$ cat config.mk
export PLATFORM = sky130hd
export DESIGN_NAME = ring_moving_average_top
export DESIGN_NICKNAME = d
export VERILOG_FILES = /design/src/rtl/rma_pkg.sv /design/src/rtl/ring_moving_average_top.sv
export SDC_FILE = /design/constraint.sdc
export NUM_CORES = 1
export LEC_CHECK = 0
export ABC_AREA = 1
export BUFFER_PORTS_ARGS = -buffer_cell sky130_fd_sc_hd__buf_2
export CAP_MARGIN = 20
export CORE_MARGIN = 5
export CORE_UTILIZATION = 64
export CTS_CLUSTER_DIAMETER = 100
export DETAILED_ROUTE_END_ITERATION = 10
export MAX_ROUTING_LAYER = met4
export PLACE_DENSITY_LB_ADDON = 0.08
export SLEW_MARGIN = 20
export SYNTH_ARGS = -nofsm -noshare
export SYNTH_HDL_FRONTEND = slang
export SYNTH_SLANG_ARGS = --single-unit
$ cat constraint.sdc
create_clock -name clk -period 6.5 [get_ports clk]
set_input_delay 0.325 -clock clk [delete_from_list [all_inputs] [get_ports clk]]
set_output_delay 0.325 -clock clk [all_outputs]
set_load 0.01 [all_outputs]
$ cat src/rtl/rma_pkg.sv
`default_nettype none

package rma_pkg;

	localparam int WINDOW_LEN = 16;

	localparam int SAMPLE_W = 16;
	localparam int LIMIT_W  = 20;
	localparam int AVG_W    = 24;
	localparam int FRAC_W   = 8;

	localparam int PTR_W = (WINDOW_LEN > 1) ? $clog2(WINDOW_LEN) : 1;
	localparam int CNT_W = $clog2(WINDOW_LEN + 1);
	localparam int SUM_W = SAMPLE_W + $clog2(WINDOW_LEN);
	localparam int CMP_W = SUM_W + LIMIT_W;

	// dividend is |sum| << FRAC_W, one quotient bit per divide step
	localparam int DVD_W    = SUM_W + FRAC_W;
	localparam int STEP_W   = $clog2(DVD_W + 1);

	localparam logic [AVG_W-1:0] AVG_EMPTY = {1'b0, {(AVG_W-1){1'b1}}};

	localparam logic ACT_ADD   = 1'b0;
	localparam logic ACT_CLEAR = 1'b1;

endpackage

`default_nettype wire

$ cat src/rtl/ring_moving_average_top.sv
`default_nettype none

// moving average over a ring of the last rma_pkg::WINDOW_LEN signed samples
//
// input channel: in_valid / in_stall with action and sample. action clear
// drops the pointer, fill count, full flag and running sum; action add writes
// the sample into the ring and updates the sum.
// output channel: out_valid / out_stall with one result item per input item:
// mean in Q.8 (truncated toward zero, maximum value when empty), empty flag,
// fill count, full flag and ready flag (full, or sum above ready_limit).
// ready_limit is written through cfg_wr_en / cfg_wr_data; the user must
// write it only while idle, as the block does not enforce this.
// one item at a time: in_stall is high from acceptance until the result is
// loaded into the output register. an add reads the ring at acceptance, does
// the read-modify-write in ST_READ, sets up the divide in ST_PREP, runs DVD_W
// (28) divide steps in ST_DIVIDE and loads the result in ST_DONE. a clear
// skips ST_READ and the divide. the restoring divider, one quotient bit
// per cycle, sets the rate. a result waiting under out_stall does not block
// the next item, but the following result waits until the output is taken.
// reset (arst_n low) clears the control state and ready_limit; ring contents
// are not cleared and never used before being written.

module ring_moving_average_top (
	input  wire logic                        clk,
	input  wire logic                        arst_n,

	input  wire logic                        cfg_wr_en,
	input  wire logic [rma_pkg::LIMIT_W-1:0] cfg_wr_data,

	input  wire logic                        in_valid,
	output logic                             in_stall,
	input  wire logic                        action,
	input  wire logic [rma_pkg::SAMPLE_W-1:0] sample,

	output logic                             out_valid,
	input  wire logic                        out_stall,
	output logic [rma_pkg::AVG_W-1:0]        average_q8,
	output logic                             empty_res,
	output logic [rma_pkg::CNT_W-1:0]        sample_count,
	output logic                             window_full,
	output logic                             ready_res
);

	typedef enum logic [2:0] {
		ST_IDLE,
		ST_READ,
		ST_PREP,
		ST_DIVIDE,
		ST_DONE
	} state_t;

	state_t state_q;

	logic [rma_pkg::SAMPLE_W-1:0] ring_mem [rma_pkg::WINDOW_LEN];
	logic [rma_pkg::SAMPLE_W-1:0] rd_data_q;
	logic [rma_pkg::SAMPLE_W-1:0] sample_q;

	logic [rma_pkg::PTR_W-1:0]   wp_q;
	logic [rma_pkg::CNT_W-1:0]   count_q;
	logic                        full_q;
	logic signed [rma_pkg::SUM_W-1:0] sum_q;
	logic signed [rma_pkg::LIMIT_W-1:0] limit_q;

	logic [rma_pkg::DVD_W-1:0]   quo_q;
	logic [rma_pkg::CNT_W-1:0]   rem_q;
	logic [rma_pkg::STEP_W-1:0]  step_q;
	logic                        neg_q;

	logic in_take;
	logic out_free;
	logic mem_wr_en;

	logic signed [rma_pkg::SUM_W-1:0] sum_add;
	logic signed [rma_pkg::SUM_W-1:0] sum_next;
	logic [rma_pkg::SUM_W-1:0]        sum_mag;
	logic [rma_pkg::CNT_W:0]          trial;
	logic                             trial_ge;
	logic [rma_pkg::DVD_W-1:0]        quo_signed;
	logic signed [rma_pkg::CMP_W-1:0] sum_cmp;
	logic signed [rma_pkg::CMP_W-1:0] limit_cmp;

	assign in_stall  = (state_q != ST_IDLE);
	assign in_take   = in_valid && !in_stall;
	assign out_free  = !out_valid || !out_stall;
	assign mem_wr_en = (state_q == ST_READ);

	always_comb begin
		sum_add = sum_q + {{(rma_pkg::SUM_W-rma_pkg::SAMPLE_W){sample_q[rma_pkg::SAMPLE_W-1]}},
			sample_q};
		if (full_q) begin
			sum_next = sum_add - {{(rma_pkg::SUM_W-rma_pkg::SAMPLE_W){rd_data_q[rma_pkg::SAMPLE_W-1]}},
				rd_data_q};
		end else begin
			sum_next = sum_add;
		end
	end

	assign sum_mag = sum_q[rma_pkg::SUM_W-1] ? (~sum_q + 1'b1) : sum_q;

	assign trial    = {rem_q, quo_q[rma_pkg::DVD_W-1]};
	assign trial_ge = (trial >= {1'b0, count_q});

	assign quo_signed = neg_q ? (~quo_q + 1'b1) : quo_q;

	assign sum_cmp   = {{(rma_pkg::CMP_W-rma_pkg::SUM_W){sum_q[rma_pkg::SUM_W-1]}}, sum_q};
	assign limit_cmp = {{(rma_pkg::CMP_W-rma_pkg::LIMIT_W){limit_q[rma_pkg::LIMIT_W-1]}}, limit_q};

	// ring: read at acceptance; an add writes back the next cycle, same entry
	always_ff @(posedge clk) begin
		if (in_take) begin
			rd_data_q <= ring_mem[wp_q];
		end
		if (mem_wr_en) begin
			ring_mem[wp_q] <= sample_q;
		end
	end

	always_ff @(posedge clk or negedge arst_n) begin
		if (!arst_n) begin
			limit_q <= '0;
		end else if (cfg_wr_en) begin
			limit_q <= cfg_wr_data;
		end
	end

	always_ff @(posedge clk or negedge arst_n) begin
		if (!arst_n) begin
			state_q   <= ST_IDLE;
			wp_q      <= '0;
			count_q   <= '0;
			full_q    <= 1'b0;
			sum_q     <= '0;
			step_q    <= '0;
			out_valid <= 1'b0;
		end else begin
			// a new result loaded in ST_DONE replaces the one taken this cycle
			if (out_valid && !out_stall && (state_q != ST_DONE)) begin
				out_valid <= 1'b0;
			end
			unique case (state_q)
				ST_IDLE: begin
					if (in_take) begin
						sample_q <= sample;
						if (action == rma_pkg::ACT_CLEAR) begin
							wp_q    <= '0;
							count_q <= '0;
							full_q  <= 1'b0;
							sum_q   <= '0;
							state_q <= ST_PREP;
						end else begin
							state_q <= ST_READ;
						end
					end
				end
				ST_READ: begin
					sum_q <= sum_next;
					if (wp_q == rma_pkg::PTR_W'(rma_pkg::WINDOW_LEN - 1)) begin
						wp_q <= '0;
					end else begin
						wp_q <= wp_q + 1'b1;
					end
					if (count_q < rma_pkg::CNT_W'(rma_pkg::WINDOW_LEN)) begin
						count_q <= count_q + 1'b1;
						if (count_q == rma_pkg::CNT_W'(rma_pkg::WINDOW_LEN - 1)) begin
							full_q <= 1'b1;
						end
					end
					state_q <= ST_PREP;
				end
				ST_PREP: begin
					quo_q  <= {sum_mag, {rma_pkg::FRAC_W{1'b0}}};
					rem_q  <= '0;
					neg_q  <= sum_q[rma_pkg::SUM_W-1];
					step_q <= rma_pkg::STEP_W'(rma_pkg::DVD_W);
					// empty ring needs no divide
					state_q <= (count_q == '0) ? ST_DONE : ST_DIVIDE;
				end
				ST_DIVIDE: begin
					if (trial_ge) begin
						rem_q <= rma_pkg::CNT_W'(trial - {1'b0, count_q});
					end else begin
						rem_q <= trial[rma_pkg::CNT_W-1:0];
					end
					quo_q  <= {quo_q[rma_pkg::DVD_W-2:0], trial_ge};
					step_q <= step_q - 1'b1;
					if (step_q == rma_pkg::STEP_W'(1)) begin
						state_q <= ST_DONE;
					end
				end
				ST_DONE: begin
					if (out_free) begin
						out_valid    <= 1'b1;
						empty_res    <= (count_q == '0);
						average_q8   <= (count_q == '0) ? rma_pkg::AVG_EMPTY
							: quo_signed[rma_pkg::AVG_W-1:0];
						sample_count <= count_q;
						window_full  <= full_q;
						ready_res    <= full_q || (sum_cmp > limit_cmp);
						state_q      <= ST_IDLE;
					end
				end
				default: begin
					state_q <= ST_IDLE;
				end
			endcase
		end
	end

endmodule

`default_nettype wire

==> summary.md <==
| Metric | Value |
|---|---|
| Clk sinks | `approximately 410` |
| Post-synth cell types | `between 50 and 60` |
| First-pass GRT wire length | `roughly 80,000 um` |
| Drt via density | `around 6.1` |
| Slowest cell on the critical path | `edfxtp_1` |
| Crit Path Class | `reg2reg` |
| FF-to-FF setup slack | `~2.6 ns` |
| Fin crit share | `0.6070` |
| Mux contribution to synthesized area | `0.0005626` |
| All-Layer GR Usage | `0.3004` |
| GRT overflow | `0` |
| RR Startpoint | `sample_q[0]$_DFFE_PP_` |
| Status | `finished with violations` |
| Critical path data required time | `6.92 ns` |
| I/O pins | `between 70 and 80` |
| Register area share after synthesis | `0.6048` |
| PD cells | `457.7 mW/mm^2` |
| Post-CTS Setup Bufs | `0` |
| Adder-Cell Fraction of Synth Area | `0.04926` |
| Core utilization of the finished layout | `0.7271` |
| N_diodes | `0` |
| Clock latency on the worst-skew pair | `between 0.5 and 0.6 ns` |
| Final setup violation count | `0` |
| Tmin final | `3.946 ns` |
| Ys async rst share | `0.1429` |
| Cell family with most CP delay | `simple AND/OR/NAND/NOR gates` |
| I/O Buffers | `75` |
| Violated checks | `hold timing` |
| CORE AREA | `0.03075 sq mm` |
| TritonCTS Buffers | `41` |
| Via count | `~15,000` |
| Slowest cell delay on critical path | `0.62 ns` |
| Clock Path Buffers | `3` |
| Layout cells sized above 1 | `0.1005` |
| Skew final | `about 0.023 ns` |
| Die width | `~190 um` |
| 1st-pass router iterations | `6` |
| Critical-path maximum fanout | `17` |
| Root Driver | `clkbuf_16` |
| Buf/Inv on CP | `0` |
| # H-tree levels | `2` |
| Post-synthesis xor/xnor area fraction | `0.01050` |
| Post-DP Area | `0.02084 sq mm` |
| Worst R2R End | `sum_q[17]$_DFFE_PN0P_` |
| Max-cap check violation count | `0` |
| Critical Path, Cell by Cell | `ha_1 > fa_1 > nand3_1 > nand2_1 > nand2_1 > nand2_1 > a21oi_1 > or2_2 > nand2_1 > ha_1 > nand2_1 > nor2_1 > and2_1 > nand4_1 > nand4_1 > nand3_1 > nand3_1 > nand2_1` |
| Hold crit path type | `in2async` |
| EDFF count, synth | `about 350` |
| Final Slew Violations | `0` |
| Antenna viol nets, final | `0` |
| Die Y | `around 190 um` |
| Placed cell count | `approximately 2,400` |
| GPL Wtd Cong | `approximately 0.92` |
| Initial antenna violation count | `0` |
| R2r worst-path depth | `18` |
| Worst Path Arrival | `~4.4 ns` |
| Final instance area | `0.02236 sq mm` |
| Initial Util | `0.6510` |
| Endpoint class of the critical path | `register` |
| Slew @ Worst Pin | `around 1.1 ns` |
| Yosys warns | `0` |
| Leak Pwr | `~0.009 uW` |
| DRC violations left | `0` |
| Vias in the first global route | `approximately 15,000` |
| Fmax | `253.5 MHz` |
| Largest family of logic cells by synthesized area | `simple AND/OR/NAND/NOR gates` |
| Core Rows | `64` |
| Worst-path clk slew | `around 0.06 ns` |
| Most used cell along the critical path | `nand2_1` |
| Synth Area in Simple Gates | `0.1717` |
| Synthesized area per cell | `10.15 sq um` |
| 1st-iter DRT viols | `1,529` |
| Hpwl dp | `roughly 34,000 um` |
| Sum of negative setup slack | `0 ns` |
| Mapped Nets | `2,092` |
| Drt wl/cell | `20.82 um` |
| Hold WS | `-0.03398 ns` |
| Non-Filler Instances | `2,496` |
| Nets | `2,189` |
| Area grow syn2layout | `11.69%` |
| Startpoint Class | `register` |
| Max transition margin | `0.2579` |
| Mapped Cells | `about 2,000` |
| Compound-Gate Fraction of Synth Area | `0.1150` |
| Final Hold Viols | `31` |
| Mapped cell area | `between 0.02 and 0.025 sq mm` |
| Largest net degree at the start of global routing | `~120` |
| Max VDD drop | `about 310 uV` |
| Primary FF master, synth | `edfxtp_1` |
| Routed WL | `51,970 um` |
| #FFs+latches synth | `roughly 410` |
| Die area | `~0.035 sq mm` |
| CTS tree | `done` |
| RSZ-0062 raised after global routing | `false` |
## synth_stat cells, types with 8 or more instances
library cell / number / area [sq um]
nor2_1: 248 / 930.9
nand4_1: 34 / 212.7
edfxtp_1: 354 / 10630
nor3_1: 15 / 75.07
inv_2: 8 / 30.03
a21oi_1: 62 / 310.3
o21bai_1: 11 / 82.58
o22ai_1: 72 / 450.4
or2_2: 8 / 50.05
o21ai_1: 8 / 40.04
xor2_1: 18 / 157.7
clkbuf_1: 48 / 180.2
nand2_1: 356 / 1336
o21ai_0: 224 / 1121
nand3_1: 101 / 505.5
ha_1: 74 / 925.9
dfrtp_1: 59 / 1476
buf_2: 19 / 95.09
inv_1: 165 / 619.3
## registers in the layout, indices dropped and copies added (netlist names), 16 cells and up
register	count
ring_mem	256
quo_q	28
average_q8	24
limit_q	20
sum_q	20
rd_data_q	16
sample_q	16
## logic make-up after synthesis
logic type,Yosys count
and+or+nand+nor,798
AOI/OAI and AO/OA,414
DFF,413
buffers and inverters,246
adders and majority gates,77
xor gates and xnor gates,24
muxes,1
## worst max-delay path by stage
stage | start | to | cells past startpoint
detailed placement | sample_q[0]$_DFFE_PP_ | sum_q[17]$_DFFE_PN0P_ | 19
finish | sample_q[0]$_DFFE_PP_ | sum_q[17]$_DFFE_PN0P_ | 18
CTS | sample_q[0]$_DFFE_PP_ | sum_q[17]$_DFFE_PN0P_ | 19
floorplan | state_q[0]$_DFFE_PN0P_ | average_q8[0]$_SDFFCE_PP1P_ | 3
global placement | sample_q[0]$_DFFE_PP_ | sum_q[17]$_DFFE_PN0P_ | 19
global route | sample_q[0]$_DFFE_PP_ | sum_q[17]$_DFFE_PN0P_ | 19
## layout make-up
type                    instances  area (sq um)
repair buffers                124         802.0
flip-flops and latches        413         12110
clock buffers                  59          1125
multi-input cells            1314          6985
clock inverters                14         172.7
inverters                     176         664.4
well taps                     396         495.5
fillers                      2155          8393
## layer usage
metal / share of wire / vias to the layer above / GRT usage
li1: - / 7080 / -
met1: 0.40 / 7219 / 0.3875
met2: 0.50 / 701 / 0.5024
met3: 0.078 / 121 / 0.04274
met4: 0.028 / 0 / 0.09130
met5: 0 / - / -
## what timing repair did
item                                    4_1_cts  5_1_grt
endpoints found under the setup margin        0        0
hold buffers                                 21        1
endpoints found under the hold margin        21        1
gates resized for setup                       0        0
## report_power, final
group          total [uW]  internal, uW  leakage [uW]  switching (uW)
clock network        2320          1330      0.000620             989
registers            3640          3300       0.00393             342
logic                4270          1400       0.00423            2880
total               10200          6030       0.00878            4210
## stage by stage
step	setup WS, ns	hold slack (ns)	power, uW
after global routing	2.289	0.01052	10930
after CTS	2.609	0.001031	10170
final	2.554	-0.03398	10230
after floorplan	3.154	0.02941	6678
after detailed placement	2.646	0.4435	7848
after global placement	2.709	0.4465	7778
## cells in the final DEF (no fill, tap or decap), types with 7 or more instances in the layout
cell type,instances
a21oi_1,62
buf_2,75
buf_4,26
clkbuf_1,16
clkbuf_16,42
clkinv_1,8
dfrtp_1,57
dlygate4sd3_1,22
edfxtp_1,354
ha_1,74
inv_1,165
inv_2,7
nand2_1,356
nand3_1,101
nand4_1,34
nor2_1,242
nor3_1,13
o21ai_0,224
o21ai_1,8
o21bai_1,11
o22ai_1,72
or2_2,8
xor2_1,18
(Power assumes the default switching activity.)
